## config.mk

```make
export PLATFORM = sky130hd
export DESIGN_NAME = yamaha_adpcm_codec
export DESIGN_NICKNAME = d
export VERILOG_FILES = /design/src/rtl/core/ycod_pkg.sv /design/src/rtl/core/ycod_front.sv /design/src/rtl/core/ycod_queue.sv /design/src/rtl/core/ycod_core.sv /design/src/rtl/core/yamaha_adpcm_codec.sv
export SDC_FILE = /design/constraint.sdc
export NUM_CORES = 1
export LEC_CHECK = 0
export BUFFER_PORTS_ARGS = -buffer_cell sky130_fd_sc_hd__buf_2
export CAP_MARGIN = 20
export CORE_AREA = 2 2 118 234
export CTS_CLUSTER_SIZE = 30
export DETAILED_ROUTE_END_ITERATION = 10
export DIE_AREA = 0 0 120 236
export HOLD_SLACK_MARGIN = 0.08
export PLACE_DENSITY_LB_ADDON = 0.05
export SYNTH_ARGS = -nofsm -noshare
export SYNTH_HDL_FRONTEND = slang
export SYNTH_SLANG_ARGS = --single-unit
```

## constraint.sdc

```tcl
create_clock -name clk -period 11 [get_ports clk]
set_input_delay 2.2 -clock clk [delete_from_list [all_inputs] [get_ports clk]]
set_output_delay 2.2 -clock clk [all_outputs]
set_load 0.03 [all_outputs]
```

## src/rtl/core/ycod_pkg.sv

```systemverilog
// Shared types, constants and the step scale table of the ADPCM codec.
package ycod_pkg;

  localparam int QUEUE_DEPTH = 2;
  localparam int QUEUE_PTR_W = $clog2(QUEUE_DEPTH);
  localparam int QUEUE_CNT_W = $clog2(QUEUE_DEPTH + 1);

  localparam int CFG_INDEX_W = 2;
  localparam logic [CFG_INDEX_W-1:0] CFG_MODE = 2'd0;
  localparam logic [CFG_INDEX_W-1:0] CFG_HIGH_PASS = 2'd1;

  localparam logic MODE_ENCODE = 1'b0;
  localparam logic MODE_DECODE = 1'b1;

  localparam logic KIND_SAMPLE = 1'b0;
  localparam logic KIND_BYTE = 1'b1;

  localparam logic [14:0] STEP_RESET = 15'd127;
  localparam logic [16:0] STEP_MIN = 17'd127;
  localparam logic [16:0] STEP_MAX = 17'd24576;
  localparam logic [14:0] DIFF_MAX = 15'd32767;

  typedef struct packed {
    logic        dec;
    logic [15:0] data;
    logic        last;
    logic        bend;
  } entry_t;

  typedef enum logic [2:0] {
    ST_IDLE,
    ST_LEAK,
    ST_DIV,
    ST_MUL,
    ST_APPLY
  } state_t;

  function automatic logic [9:0] step_scale(input logic [2:0] d);
    logic [9:0] s;
    unique case (d)
      3'd0, 3'd1, 3'd2, 3'd3: s = 10'd230;
      3'd4: s = 10'd307;
      3'd5: s = 10'd409;
      3'd6: s = 10'd512;
      default: s = 10'd614;
    endcase
    return s;
  endfunction

endpackage

```

## src/rtl/core/ycod_front.sv

```systemverilog
// Front end: accepts input words and splits them into per-code queue entries.
module ycod_front import ycod_pkg::*; (
  input  logic        clk,
  input  logic        rst,
  input  logic        mode,
  input  logic        in_valid,
  output logic        in_ready,
  input  logic [15:0] sample_in,
  input  logic [7:0]  byte_in,
  input  logic        block_end,
  output logic        push_valid,
  input  logic        push_ready,
  output entry_t      push_entry
);

  logic   hold;
  entry_t hold_entry;
  logic   accept;

  assign in_ready = !hold && push_ready;
  assign accept = in_valid && in_ready;
  assign push_valid = hold || in_valid;

  always_comb begin
    if (hold) begin
      push_entry = hold_entry;
    end else if (mode == MODE_DECODE) begin
      push_entry.dec = 1'b1;
      push_entry.data = {12'd0, byte_in[3:0]};
      push_entry.last = 1'b0;
      push_entry.bend = 1'b0;
    end else begin
      push_entry.dec = 1'b0;
      push_entry.data = sample_in;
      push_entry.last = 1'b1;
      push_entry.bend = block_end;
    end
  end

  always_ff @(posedge clk) begin
    if (rst) begin
      hold <= 1'b0;
    end else if (hold && push_ready) begin
      hold <= 1'b0;
    end else if (accept && mode == MODE_DECODE) begin
      hold <= 1'b1;
    end
  end

  always_ff @(posedge clk) begin
    if (accept) begin
      hold_entry.dec <= 1'b1;
      hold_entry.data <= {12'd0, byte_in[7:4]};
      hold_entry.last <= 1'b1;
      hold_entry.bend <= block_end;
    end
  end

endmodule

```

## src/rtl/core/ycod_queue.sv

```systemverilog
// Two-entry queue that decouples the front end from the codec core.
module ycod_queue import ycod_pkg::*; (
  input  logic   clk,
  input  logic   rst,
  input  logic   push_valid,
  output logic   push_ready,
  input  entry_t push_entry,
  output logic   pop_valid,
  input  logic   pop,
  output entry_t pop_entry
);

  entry_t                 mem [QUEUE_DEPTH];
  logic [QUEUE_PTR_W-1:0] wr_ptr;
  logic [QUEUE_PTR_W-1:0] rd_ptr;
  logic [QUEUE_CNT_W-1:0] count;
  logic                   do_push;
  logic                   do_pop;

  assign push_ready = (count != QUEUE_CNT_W'(QUEUE_DEPTH));
  assign pop_valid = (count != '0);
  assign do_push = push_valid && push_ready;
  assign do_pop = pop && pop_valid;
  assign pop_entry = mem[rd_ptr];

  always_ff @(posedge clk) begin
    if (do_push) begin
      mem[wr_ptr] <= push_entry;
    end
  end

  always_ff @(posedge clk) begin
    if (rst) begin
      wr_ptr <= '0;
      rd_ptr <= '0;
      count <= '0;
    end else begin
      if (do_push) begin
        wr_ptr <= wr_ptr + 1'b1;
      end
      if (do_pop) begin
        rd_ptr <= rd_ptr + 1'b1;
      end
      if (do_push && !do_pop) begin
        count <= count + 1'b1;
      end else if (!do_push && do_pop) begin
        count <= count - 1'b1;
      end
    end
  end

endmodule

```

## src/rtl/core/ycod_core.sv

```systemverilog
// Codec core: quantizes, updates prediction and step size, and holds the result word.
module ycod_core import ycod_pkg::*; (
  input  logic        clk,
  input  logic        rst,
  input  logic        high_pass,
  input  logic        q_valid,
  output logic        q_pop,
  input  entry_t      q_entry,
  output logic        out_valid,
  input  logic        out_ready,
  output logic [15:0] sample_out,
  output logic [7:0]  code_byte,
  output logic        kind,
  output logic        last,
  output logic        block_end_out
);

  state_t      state;
  state_t      state_next;
  logic [15:0] pred;
  logic [14:0] step;
  logic        phase;
  logic [3:0]  pending;
  logic [3:0]  code;
  logic        neg;
  logic [17:0] rem;
  logic [3:0]  quo;
  logic [1:0]  cnt;
  logic        is_dec;
  logic        ent_last;
  logic        ent_bend;
  logic [18:0] prod_diff;
  logic [24:0] prod_step;

  logic        emit;
  logic        out_free;
  logic        advance;
  logic [15:0] s_masked;
  logic [16:0] err;
  logic [16:0] err_abs;
  logic [17:0] divisor;
  logic [3:0]  cur_code;
  logic [23:0] leak_prod;
  logic [23:0] leak_adj;
  logic [15:0] diff_raw;
  logic [14:0] diff;
  logic [16:0] psum;
  logic [15:0] pred_new;
  logic [16:0] nstep_raw;
  logic [14:0] nstep;

  assign out_free = !out_valid || out_ready;
  assign emit = is_dec || phase;

  always_comb begin
    state_next = state;
    unique case (state)
      ST_IDLE: begin
        if (q_valid) begin
          if (!q_entry.dec) begin
            state_next = ST_DIV;
          end else if (high_pass) begin
            state_next = ST_LEAK;
          end else begin
            state_next = ST_MUL;
          end
        end
      end
      ST_LEAK: state_next = ST_MUL;
      ST_DIV: begin
        if (cnt == 2'd0) begin
          state_next = ST_MUL;
        end
      end
      ST_MUL: state_next = ST_APPLY;
      ST_APPLY: begin
        if (!emit || out_free) begin
          state_next = ST_IDLE;
        end
      end
      default: state_next = ST_IDLE;
    endcase
  end

  always_comb begin
    q_pop = (state == ST_IDLE) && q_valid;
    advance = (state == ST_APPLY) && (!emit || out_free);
  end

  assign s_masked = {q_entry.data[15:3], 3'b000};
  assign err = {s_masked[15], s_masked} - {pred[15], pred};
  assign err_abs = err[16] ? (17'd0 - err) : err;
  assign divisor = {3'd0, step} << cnt;
  assign cur_code = is_dec ? code : {neg, (quo[3] ? 3'd7 : quo[2:0])};

  assign leak_prod = {pred, 8'd0} - {{7{pred[15]}}, pred, 1'b0};
  assign leak_adj = leak_prod + (leak_prod[23] ? 24'd255 : 24'd0);

  assign diff_raw = prod_diff[18:3];
  assign diff = diff_raw[15] ? DIFF_MAX : diff_raw[14:0];
  assign psum = code[3] ? ({pred[15], pred} - {2'd0, diff})
                        : ({pred[15], pred} + {2'd0, diff});

  always_comb begin
    if (!psum[16] && psum[15]) begin
      pred_new = 16'h7fff;
    end else if (psum[16] && !psum[15]) begin
      pred_new = 16'h8000;
    end else begin
      pred_new = psum[15:0];
    end
  end

  assign nstep_raw = prod_step[24:8];

  always_comb begin
    if (nstep_raw < STEP_MIN) begin
      nstep = STEP_MIN[14:0];
    end else if (nstep_raw > STEP_MAX) begin
      nstep = STEP_MAX[14:0];
    end else begin
      nstep = nstep_raw[14:0];
    end
  end

  always_ff @(posedge clk) begin
    if (rst) begin
      state <= ST_IDLE;
      pred <= '0;
      step <= STEP_RESET;
      phase <= 1'b0;
      pending <= '0;
      out_valid <= 1'b0;
    end else begin
      state <= state_next;
      if (state == ST_LEAK) begin
        pred <= leak_adj[23:8];
      end
      if (advance) begin
        pred <= pred_new;
        step <= nstep;
        if (!is_dec) begin
          phase <= !phase;
          if (!phase) begin
            pending <= code;
          end
        end
      end
      if (advance && emit) begin
        out_valid <= 1'b1;
      end else if (out_ready) begin
        out_valid <= 1'b0;
      end
    end
  end

  always_ff @(posedge clk) begin
    if (q_pop) begin
      is_dec <= q_entry.dec;
      ent_last <= q_entry.last;
      ent_bend <= q_entry.bend;
      code <= q_entry.data[3:0];
      rem <= {err_abs[15:0], 2'b00};
      neg <= err[16];
      quo <= '0;
      cnt <= 2'd3;
    end
    if (state == ST_DIV) begin
      if (rem >= divisor) begin
        rem <= rem - divisor;
        quo[cnt] <= 1'b1;
      end
      cnt <= cnt - 2'd1;
    end
    if (state == ST_MUL) begin
      code <= cur_code;
      prod_diff <= {15'd0, cur_code[2:0], 1'b1} * {4'd0, step};
      prod_step <= {15'd0, step_scale(cur_code[2:0])} * {10'd0, step};
    end
    if (advance && emit) begin
      if (is_dec) begin
        sample_out <= pred_new;
        code_byte <= '0;
        kind <= KIND_SAMPLE;
        last <= ent_last;
        block_end_out <= ent_last && ent_bend;
      end else begin
        sample_out <= '0;
        code_byte <= {code, pending};
        kind <= KIND_BYTE;
        last <= 1'b1;
        block_end_out <= ent_bend;
      end
    end
  end

endmodule

```

## src/rtl/core/yamaha_adpcm_codec.sv

```systemverilog
// Top level of the 4-bit ADPCM codec: configuration registers, front end, queue and core.
//
// In encode mode every sample passes through the core in steps (one to form
// the error, four restoring-divide steps for the quantizer, one multiply, one
// update), and every second sample yields one packed code word. In decode mode
// each byte yields two sample words; each code takes a multiply and an update,
// preceded by a leak step when the leak is enabled. The core handles one code
// at a time; a two-entry queue lets the input side run ahead of it, and the
// output register lets the core finish its next code while a result word
// waits to be taken. Configuration writes are accepted in every cycle and
// must only be issued while no word is in flight.
module yamaha_adpcm_codec import ycod_pkg::*; (
  input  logic                   clk,
  input  logic                   rst,
  input  logic                   cfg_valid,
  output logic                   cfg_ready,
  input  logic [CFG_INDEX_W-1:0] cfg_index,
  input  logic                   cfg_data,
  input  logic                   in_valid,
  output logic                   in_ready,
  input  logic signed [15:0]     sample_in,
  input  logic [7:0]             byte_in,
  input  logic                   block_end,
  output logic                   out_valid,
  input  logic                   out_ready,
  output logic signed [15:0]     sample_out,
  output logic [7:0]             code_byte,
  output logic                   kind,
  output logic                   last,
  output logic                   block_end_out
);

  logic   mode;
  logic   high_pass;
  logic   push_valid;
  logic   push_ready;
  entry_t push_entry;
  logic   q_valid;
  logic   q_pop;
  entry_t q_entry;
  logic [15:0] sample_word;

  assign cfg_ready = 1'b1;

  always_ff @(posedge clk) begin
    if (rst) begin
      mode <= MODE_ENCODE;
      high_pass <= 1'b0;
    end else if (cfg_valid) begin
      if (cfg_index == CFG_MODE) begin
        mode <= cfg_data;
      end else if (cfg_index == CFG_HIGH_PASS) begin
        high_pass <= cfg_data;
      end
    end
  end

  ycod_front u_front (
    .clk        (clk),
    .rst        (rst),
    .mode       (mode),
    .in_valid   (in_valid),
    .in_ready   (in_ready),
    .sample_in  (sample_in),
    .byte_in    (byte_in),
    .block_end  (block_end),
    .push_valid (push_valid),
    .push_ready (push_ready),
    .push_entry (push_entry)
  );

  ycod_queue u_queue (
    .clk        (clk),
    .rst        (rst),
    .push_valid (push_valid),
    .push_ready (push_ready),
    .push_entry (push_entry),
    .pop_valid  (q_valid),
    .pop        (q_pop),
    .pop_entry  (q_entry)
  );

  ycod_core u_core (
    .clk           (clk),
    .rst           (rst),
    .high_pass     (high_pass),
    .q_valid       (q_valid),
    .q_pop         (q_pop),
    .q_entry       (q_entry),
    .out_valid     (out_valid),
    .out_ready     (out_ready),
    .sample_out    (sample_word),
    .code_byte     (code_byte),
    .kind          (kind),
    .last          (last),
    .block_end_out (block_end_out)
  );

  assign sample_out = sample_word;

endmodule
```

==> flow_metrics.env, run 1 <==
export IMPL_yosysMostFrequentCell="inv_1"
export IMPL_netlist_area_sq_um=17900
export IMPL_first_global_vias=14000
export IMPL_cts_tree="done"
export IMPL_cts_buffers=17
export IMPL_holdBufCountCts=0
export IMPL_syn_inst=1970
export IMPL_whs_path_depth=2
export IMPL_dieHeight_um=236
export IMPL_route_detailed_drc=0
export IMPL_crit_start="u_core.is_dec$_DFFE_PP_"
export IMPL_clk_latency_ns=0.46
export IMPL_maxSlewViolCount=0
export IMPL_grt_antenna_before_repair=0
export IMPL_synth_top_cell_area_share=0.189
export IMPL_drtAntennaViolNets=0
export IMPL_hold_class="flop to flop"
export IMPL_post_cts_setup_buffer_count=0
export IMPL_synth_top_family_by_area="adder cells"
export IMPL_dr_total_vias=14400
export IMPL_worstMarginPinSlew_ns=1.09
export IMPL_yosysWarnings=0
export IMPL_r2r_worst_path_cells=25
export IMPL_fin_setup_tns_ns=0
export IMPL_grt_remaining_overflow=0
export IMPL_start_util=0.672
export IMPL_via_per_inst=6.15
export IMPL_synth_edf_count=113
export IMPL_synth_avg_cell_area_sq_um=9.11
export IMPL_ys_async_sr_fraction=0
export IMPL_wl_per_cell_um=18.5
export IMPL_drtIter0Drc=1265
export IMPL_r2r_setup_slack_ns=2.70
export IMPL_worstPathArrival_ns=8.49
export IMPL_dr_pass1_iters=5
export IMPL_synthXorXnorAreaFrac=0.0522
export IMPL_synth_nets=2285
export IMPL_antennaDiodeCount=0
export IMPL_maxCapViolCount=0
export IMPL_worstReg2RegEnd="u_core.prod_step[23]$_DFFE_PP_"
export IMPL_postLayoutCoreUtil=0.712
export IMPL_timing_final_crit_share=0.755
export IMPL_synth_area_top_cells="edfxtp_1 19%, fa_1 14%, ha_1 11%"
export IMPL_cp_max_fo=24
export IMPL_endpoint="u_core.prod_step[23]$_DFFE_PP_"
export IMPL_dieArea_sq_um=28300
export IMPL_cts_clk_slew_worst_paths_ns=0.07
export IMPL_io_buffers=61
export IMPL_yosysTopAreaCell="edfxtp_1"
export IMPL_status="completed"
export IMPL_rsz0062_at_grt="false"
export IMPL_clk_path_buf_depth=2
export IMPL_place_gp_congestion=0.970
export IMPL_start_kind="flop"
export IMPL_num_rows=85
export IMPL_max_stage_delay_ns=0.85
export IMPL_synth_compound_area_frac=0.158
export IMPL_r2r_start="u_core.is_dec$_DFFE_PP_"
export IMPL_clock_sinks=183
export IMPL_cts_root_buf="clkbuf_16"
export IMPL_grt_max_degree=42
export IMPL_top_level_ports=63
export IMPL_ys_top_cells_by_count="225 x inv_1, 172 x nor2_1, 154 x ha_1, 142 x nand2_1, 128 x fa_1"
export IMPL_hold_violations=0
export IMPL_core_area_sq_um=26700
export IMPL_die_w_um=120
export IMPL_synth_seq_cells=183
export IMPL_max_freq_ghz=0.120
export IMPL_yosys_area_share_simple=0.170
export IMPL_setup_viol=0
export IMPL_htreeDepth=4
export IMPL_synth_mux_area_frac=0.0346
export IMPL_drive_gt1_frac=0.0894
export IMPL_ys_seq_area_frac=0.267
export IMPL_fillers=2134
export IMPL_critPathSlowestCell="edfxtp_1"
export IMPL_min_period_ns=8.30
export IMPL_cp_required_ns=11.19
export IMPL_routed_wl_mm=43.3
export IMPL_yosysUniqueCellTypes=102
export IMPL_max_slew_margin=0.269
export IMPL_grt_use_total=0.316
export IMPL_hp_start="u_core.rem[0]$_DFF_P_"
export IMPL_nNetsFinal=2292
export IMPL_cts_resized_gates=0
export IMPL_synthFlopType="edfxtp_1"
export IMPL_clock_skew_ns=0.0162
export IMPL_critical_path_class="flop to flop"
export IMPL_area_delta_synth_final_pct=5.90
export IMPL_synthAdderAreaFrac=0.251
export IMPL_critPathCaptureType="flop"
export IMPL_grt_pass1_wl_mm=70.9
export IMPL_dp_hpwl_mm=33.9
[cell type report]
cell class              count  area (sq um)  share of cell area
clock buffers              18           439              0.0231
inverters                 226           848              0.0446
flip-flops and latches    183          4790               0.252
repair buffers             70           373              0.0196
well taps                 348           435              0.0229
multi-input cells        1479         12000               0.629
clock inverters            14           156             0.00823
[worst max-delay path, delay by kind of cell, from the launching register on]
family	cells	cell delay, ns
AO/OA/AOI/OAI	4	0.92
XOR/XNOR	1	0.09
adder cells (fa/ha/maj)	6	2.90
buffers and inverters	5	0.24
flip-flops	1	0.85
AND/OR/NAND/NOR	9	2.98
[worst min-delay path by stage]
stage / end / slack, ns
after floorplan: u_core.quo[2]$_DFF_P_ / 0.44
after global placement: u_core.rem[0]$_DFF_P_ / 0.46
after detailed placement: u_core.rem[0]$_DFF_P_ / 0.47
after CTS: u_core.rem[0]$_DFF_P_ / 0.48
after global routing: u_core.quo[2]$_DFF_P_ / 0.50
final: u_core.rem[0]$_DFF_P_ / 0.47
[stage by stage]
step | hold WS [ns] | instances | setup slack [ns] | area [sq um]
after global placement | 0.457 | 2306 | 3.01 | 18400
after detailed placement | 0.465 | 2306 | 2.80 | 18400
after global routing | 0.499 | 2338 | 2.15 | 19000
after floorplan | 0.441 | 1970 | 4.14 | 17900
final | 0.474 | 2338 | 2.70 | 19000
after CTS | 0.481 | 2338 | 2.74 | 19000
[sequential cells by signal, summed over array words and instances (netlist names), 8 cells and up, named ones only]
signal	count
u_core.step	15
u_core.rem	18
u_queue.mem	38
u_core.prod_step	17
u_core.prod_diff	16
u_core.pred	16
u_core.code_byte	8
u_core.sample_out	16
[per-layer routing]
metal	routed length, um	share of wire	up-vias	GRT usage
met1	18200	0.42	6861	0.419
li1	-	-	6881	-
met4	1350	0.031	0	0.116
met5	0	0	-	0
met3	2450	0.056	95	0.0418
met2	21400	0.49	535	0.530
[cell families (layout without fill, tap and decap cells)]
kind of cell,Yosys count,count (layout)
other,1,1
multiplexers,51,51
buffers and inverters,308,328
adder cells (fa/ha/maj),283,283
AND/OR/NAND/NOR,608,608
AO/OA/AOI/OAI,430,430
XOR/XNOR,106,106
flip-flops,183,183
[layout by cell type, fill, tap and decap left out, drive strengths merged, types with 7 or more instances in the layout]
cell	n
nor4	15
o31ai	14
fa	128
a21o	37
inv	233
buf	70
xor2	39
and3	20
nand2	142
or3	24
nor3	33
mux4	7
nand4	9
nand3b	7
dfxtp	70
clkbuf	18
xnor2	67
edfxtp	113
o21ai	104
nor2	172
o211ai	13
a22o	7
o21a	21
and2	52
nor2b	23
a31oi	20
ha	154
mux2	18
a21oi	109
or2	17
nand2b	15
o22ai	14
a22oi	8
nand3	51
mux2i	26
a211oi	16
Power of run 1 is left out: the tool's default activity adds up to more than one toggle a clock period on the data nets, which glitch-free logic cannot reach.
==> run 2, diff against run 1 <==
CORE_AREA = 2 2 128 254   (was 2 2 118 234)
DIE_AREA = 0 0 130 256   (was 0 0 120 236)
clock period = 6.7 ns   (was 11 ns; I/O delays follow)
==> run 2 against run 1 <==
  * Final cell count is 7.0% higher
  * Largest cell class unchanged
  * Highest routed layer unchanged
  * Wire length is 27% higher
  * Register-to-register slack worse by 2.6 ns
==> flow_metrics.env, run 2 (synthesis results as in run 1) <==
export IMPL_status="completed"
export IMPL_critPathCaptureType="flop"
export IMPL_routed_wl_mm=55.0
export IMPL_cts_buffers=17
export IMPL_dr_pass1_iters=5
export IMPL_max_freq_ghz=0.152
export IMPL_critical_path_class="flop to flop"
export IMPL_max_slew_margin=0.290
export IMPL_max_stage_delay_ns=0.55
export IMPL_worstPathArrival_ns=6.79
export IMPL_timing_final_crit_share=0.980
export IMPL_grt_antenna_before_repair=0
export IMPL_place_gp_congestion=0.949
export IMPL_regMostFlops="u_queue.mem"
export IMPL_critPathSlowestCell="fa_1"
export IMPL_min_period_ns=6.56
export IMPL_postLayoutCellArea_sq_um=20000
export IMPL_final_cell_mix="216 x inv_1, 170 x nor2_1, 150 x ha_1, 134 x nand2_1, 124 x fa_1"
export IMPL_worstMarginPinSlew_ns=1.06
export IMPL_dieHeight_um=256
export IMPL_grt_use_total=0.339
export IMPL_wl_per_cell_um=22.0
export IMPL_grt_pass1_wl_mm=83.6
export IMPL_grt_max_degree=40
export IMPL_area_delta_synth_final_pct=11.7
export IMPL_maxCapViolCount=0
export IMPL_area_sequential_sq_um=4790
export IMPL_setup_slack_ns=0.136
export IMPL_place_ws_ns=-0.352
export IMPL_drtIter0Drc=810
export IMPL_dieArea_sq_um=33300
export IMPL_die_w_um=130
export IMPL_nNetsFinal=2381
export IMPL_cts_root_buf="clkbuf_16"
export IMPL_layout_commonest_cell="inv_1"
export IMPL_cp_required_ns=6.92
export IMPL_hold_violations=0
export IMPL_top_level_ports=63
export IMPL_largest_register_ffs=38
export IMPL_core_area_sq_um=31400
export IMPL_clock_sinks=183
export IMPL_dr_total_vias=14900
export IMPL_grt_remaining_overflow=0
export IMPL_start_kind="flop"
export IMPL_start_util=0.571
export IMPL_drtAntennaViolNets=0
export IMPL_top_regs="u_queue.mem: 38 flops, u_core.rem: 18 flops, u_core.prod_step: 17 flops"
export IMPL_drive_gt1_frac=0.152
export IMPL_htreeDepth=4
export IMPL_clk_path_buf_depth=2
export IMPL_clk_latency_ns=0.47
export IMPL_cts_tree="done"
export IMPL_place_area_sq_um=19100
export IMPL_num_rows=92
export IMPL_hold_class="flop to flop"
export IMPL_fillers=2802
export IMPL_via_per_inst=5.97
export IMPL_clock_skew_ns=0.0171
export IMPL_multi_input_area_sq_um=12200
export IMPL_cp_max_fo=7
export IMPL_dp_hpwl_mm=44.8
export IMPL_route_detailed_drc=0
export IMPL_cp_common_cell="fa_1"
export IMPL_io_buffers=61
export IMPL_setup_viol=0
export IMPL_antennaDiodeCount=0
export IMPL_cts_clk_slew_worst_paths_ns=0.08
export IMPL_maxSlewViolCount=0
export IMPL_first_global_vias=15300
[run 2: cell types whose count changed in the layout (fill, tap and decap cells not counted), sizes merged]
cell,previous run,this run
clkinv,6,4
bufinv,1,0
inv,233,235
clkinvlp,0,1
buf,70,159
[run 2: repair_timing]
action,4_1_cts,5_1_grt
buffers inserted,3,12
cloned,0,0
endpoints found under the setup margin,9,9
pin swaps,1,39
resized for setup,9,62
hold buffers,0,0
[run 2: final timing paths]
| kind | start | to | slack (ns) | cells past startpoint |
|---|---|---|---|---|
| setup reg to reg | u_core.is_dec$_DFFE_PP_ | u_core.prod_step[21]$_DFFE_PP_ | 0.14 | 30 |
| setup / recovery | u_core.is_dec$_DFFE_PP_ | u_core.prod_step[21]$_DFFE_PP_ | 0.14 | 30 |
| hold / removal | u_core.rem[2]$_DFF_P_ | u_core.rem[2]$_DFF_P_ | 0.49 | 2 |
| hold reg to reg | u_core.rem[2]$_DFF_P_ | u_core.rem[2]$_DFF_P_ | 0.49 | 2 |
[run 2: worst max-delay path, delay by kind of cell (launching register included)]
kind	cells	cell delay (ns)
buffers and inverters	10	0.94
AO/OA/AOI/OAI	5	0.74
flip-flops	1	0.50
XOR/XNOR	1	0.08
adder cells (fa/ha/maj)	6	2.52
AND/OR/NAND/NOR	8	1.53
[run 2: metrics by stage]
step / std cells / hold WS [ns] / utilization / setup TNS, ns
finish: 2502 / 0.487 / 0.638 / 0
CTS: 2491 / 0.488 / 0.627 / 0
floorplan: 1970 / 0.441 / - / 0
global route: 2502 / 0.509 / 0.638 / -0.407
detailed placement: 2456 / 0.473 / 0.607 / -1.82
global placement: 2456 / 0.457 / 0.607 / -1.08
[run 2: area by class of cell]
type                    instances  area share
repair buffers                159      0.0541
flip-flops and latches        183       0.239
clock buffers                  18      0.0214
inverters                     226      0.0423
clock inverters                14     0.00768
well taps                     423      0.0264
multi-input cells            1479       0.609
[run 2: metal layers]
layer	routed length, um	GRT usage	vias up
li1	-	-	7072
met1	16900	0.297	7204
met2	29900	0.636	438
met3	1910	0.0472	227
met4	6350	0.305	0
met5	0	0	-
Power of run 2 is left out for the same reason.
==> run 3, diff against run 2 <==
PLACE_DENSITY = 0.77   (was unset)
PLACE_DENSITY_LB_ADDON = unset   (was 0.05)
==> run 3 against run 2 <==
  * Critical path type unchanged
  * Clock-buffer cell count stayed put
  * Hold slack improved by 0.0018 ns
  * Cell area is 0.16% higher
  * Via count up 1.6%
  * Critical path depth did not move
  * Register-to-register slack got worse by 0.07 ns
  * Non-clock buffer count is 7 higher
  * Final cell count up 0.28%
  * Wire length is 4.5% lower
  * Core utilization rose by 0.10 points
==> flow_metrics.env, run 3 (synthesis results as in run 1) <==
export IMPL_status="completed"
export IMPL_grt_remaining_overflow=0
export IMPL_htreeDepth=4
export IMPL_regMostFlops="u_queue.mem"
export IMPL_r2r_setup_slack_ns=0.06
export IMPL_cp_required_ns=6.91
export IMPL_dieArea_sq_um=33300
export IMPL_antennaDiodeCount=0
export IMPL_hold_violations=0
export IMPL_wl_per_cell_um=20.9
export IMPL_max_stage_delay_ns=0.56
export IMPL_hp_start="u_core.rem[0]$_DFF_P_"
export IMPL_core_area_sq_um=31400
export IMPL_route_detailed_drc=0
export IMPL_max_freq_ghz=0.151
export IMPL_cts_buffers=17
export IMPL_min_period_ns=6.64
export IMPL_rsz0062_at_grt="true"
export IMPL_largest_register_ffs=38
export IMPL_layout_commonest_cell="inv_1"
export IMPL_clk_path_buf_depth=2
export IMPL_num_rows=92
export IMPL_cts_tree="done"
export IMPL_drive_gt1_frac=0.151
export IMPL_max_slew_margin=0.290
export IMPL_grt_use_total=0.321
export IMPL_cp_max_fo=7
export IMPL_clock_skew_ns=0.0203
export IMPL_drtAntennaViolNets=0
export IMPL_hold_ws_ns=0.489
export IMPL_worstReg2RegEnd="u_core.prod_step[20]$_DFFE_PP_"
export IMPL_hold_class="flop to flop"
export IMPL_worstPathArrival_ns=6.85
export IMPL_place_gp_congestion=1.05
export IMPL_crit_start="u_core.is_dec$_DFFE_PP_"
export IMPL_grt_antenna_before_repair=0
export IMPL_maxSlewViolCount=0
export IMPL_clock_sinks=183
export IMPL_grt_pass1_wl_mm=80.5
export IMPL_timing_final_crit_share=0.991
export IMPL_first_global_vias=15500
export IMPL_dp_hpwl_mm=42.4
export IMPL_final_cell_mix="219 x inv_1, 170 x nor2_1, 151 x ha_1, 131 x nand2_1, 125 x fa_1"
export IMPL_routed_wl_mm=52.5
export IMPL_dieHeight_um=256
export IMPL_place_area_sq_um=19100
export IMPL_dr_pass1_iters=6
export IMPL_r2r_worst_path_cells=30
export IMPL_clk_latency_ns=0.47
export IMPL_grt_max_degree=40
export IMPL_setup_viol=0
export IMPL_cts_root_buf="clkbuf_16"
export IMPL_fillers=2629
export IMPL_top_regs="u_queue.mem: 38 flops, u_core.rem: 18 flops, u_core.prod_step: 17 flops"
export IMPL_start_kind="flop"
export IMPL_drtIter0Drc=987
export IMPL_start_util=0.571
export IMPL_io_buffers=61
export IMPL_top_level_ports=63
export IMPL_maxCapViolCount=0
export IMPL_critPathCaptureType="flop"
export IMPL_cts_clk_slew_worst_paths_ns=0.07
export IMPL_holdBufCountCts=0
export IMPL_postLayoutCellArea_sq_um=20100
export IMPL_area_delta_synth_final_pct=11.9
export IMPL_dr_total_vias=15200
export IMPL_critPathSlowestCell="fa_1"
export IMPL_critical_path_class="flop to flop"
export IMPL_nNetsFinal=2388
export IMPL_fin_cells=2509
export IMPL_die_w_um=130
export IMPL_endpoint="u_core.prod_step[20]$_DFFE_PP_"
export IMPL_worstMarginPinSlew_ns=1.06
export IMPL_via_per_inst=6.05
export IMPL_placed_cells=2459
export IMPL_r2r_start="u_core.is_dec$_DFFE_PP_"
## run 3: timing repair
| action | in CTS | in global routing |
|---|---|---|
| cloned | 0 | 1 |
| pin swaps | 6 | 26 |
| gates resized for setup | 24 | 42 |
| endpoints found under the setup margin | 9 | 8 |
| buffers inserted | 5 | 12 |
## run 3: worst min-delay path by stage
| stage | to | depth (start not counted) | slack (ns) |
|---|---|---|---|
| 6_report | u_core.rem[0]$_DFF_P_ | 2 | 0.49 |
| 5_1_grt | u_core.rem[0]$_DFF_P_ | 2 | 0.52 |
| 4_1_cts | u_core.rem[0]$_DFF_P_ | 2 | 0.49 |
| 3_5_place_dp | u_core.rem[0]$_DFF_P_ | 2 | 0.47 |
| 3_3_place_gp | u_core.rem[0]$_DFF_P_ | 2 | 0.45 |
| 2_1_floorplan | u_core.quo[2]$_DFF_P_ | 1 | 0.44 |
## run 3: per-stage QoR
stage	setup slack [ns]	util	TNS (ns)
floorplan	0.0397	-	0
global placement	-0.140	0.608	-0.346
detailed placement	-0.441	0.608	-2.18
CTS	0.0180	0.630	0
global route	-0.132	0.639	-0.529
finish	0.0622	0.639	0
## run 3: critical path, delay by kind of cell (launching register included)
family | cells | cell delay, ns
compound gates | 4 | 0.55
flops | 1 | 0.45
buf+inv | 12 | 1.21
fa+ha+maj | 6 | 2.72
simple gates | 7 | 1.31
xor+xnor | 1 | 0.13
## run 3: per-layer routing
metal,global-route usage,wire length [um]
met5,0,17
met4,0.291,6320
met3,0.0546,2350
met2,0.583,27600
met1,0.289,16200
## run 3: area by class of cell
type	instances	area, sq um	area share
Timing Repair Buffer	166	1160	0.0578
Tap cell	423	529	0.0264
Multi-Input combinational cell	1479	12200	0.607
Inverter	226	848	0.0423
Clock buffer	18	429	0.0214
Clock inverter	14	131	0.00654
Sequential cell	183	4790	0.239
Power of run 3 is left out for the same reason.
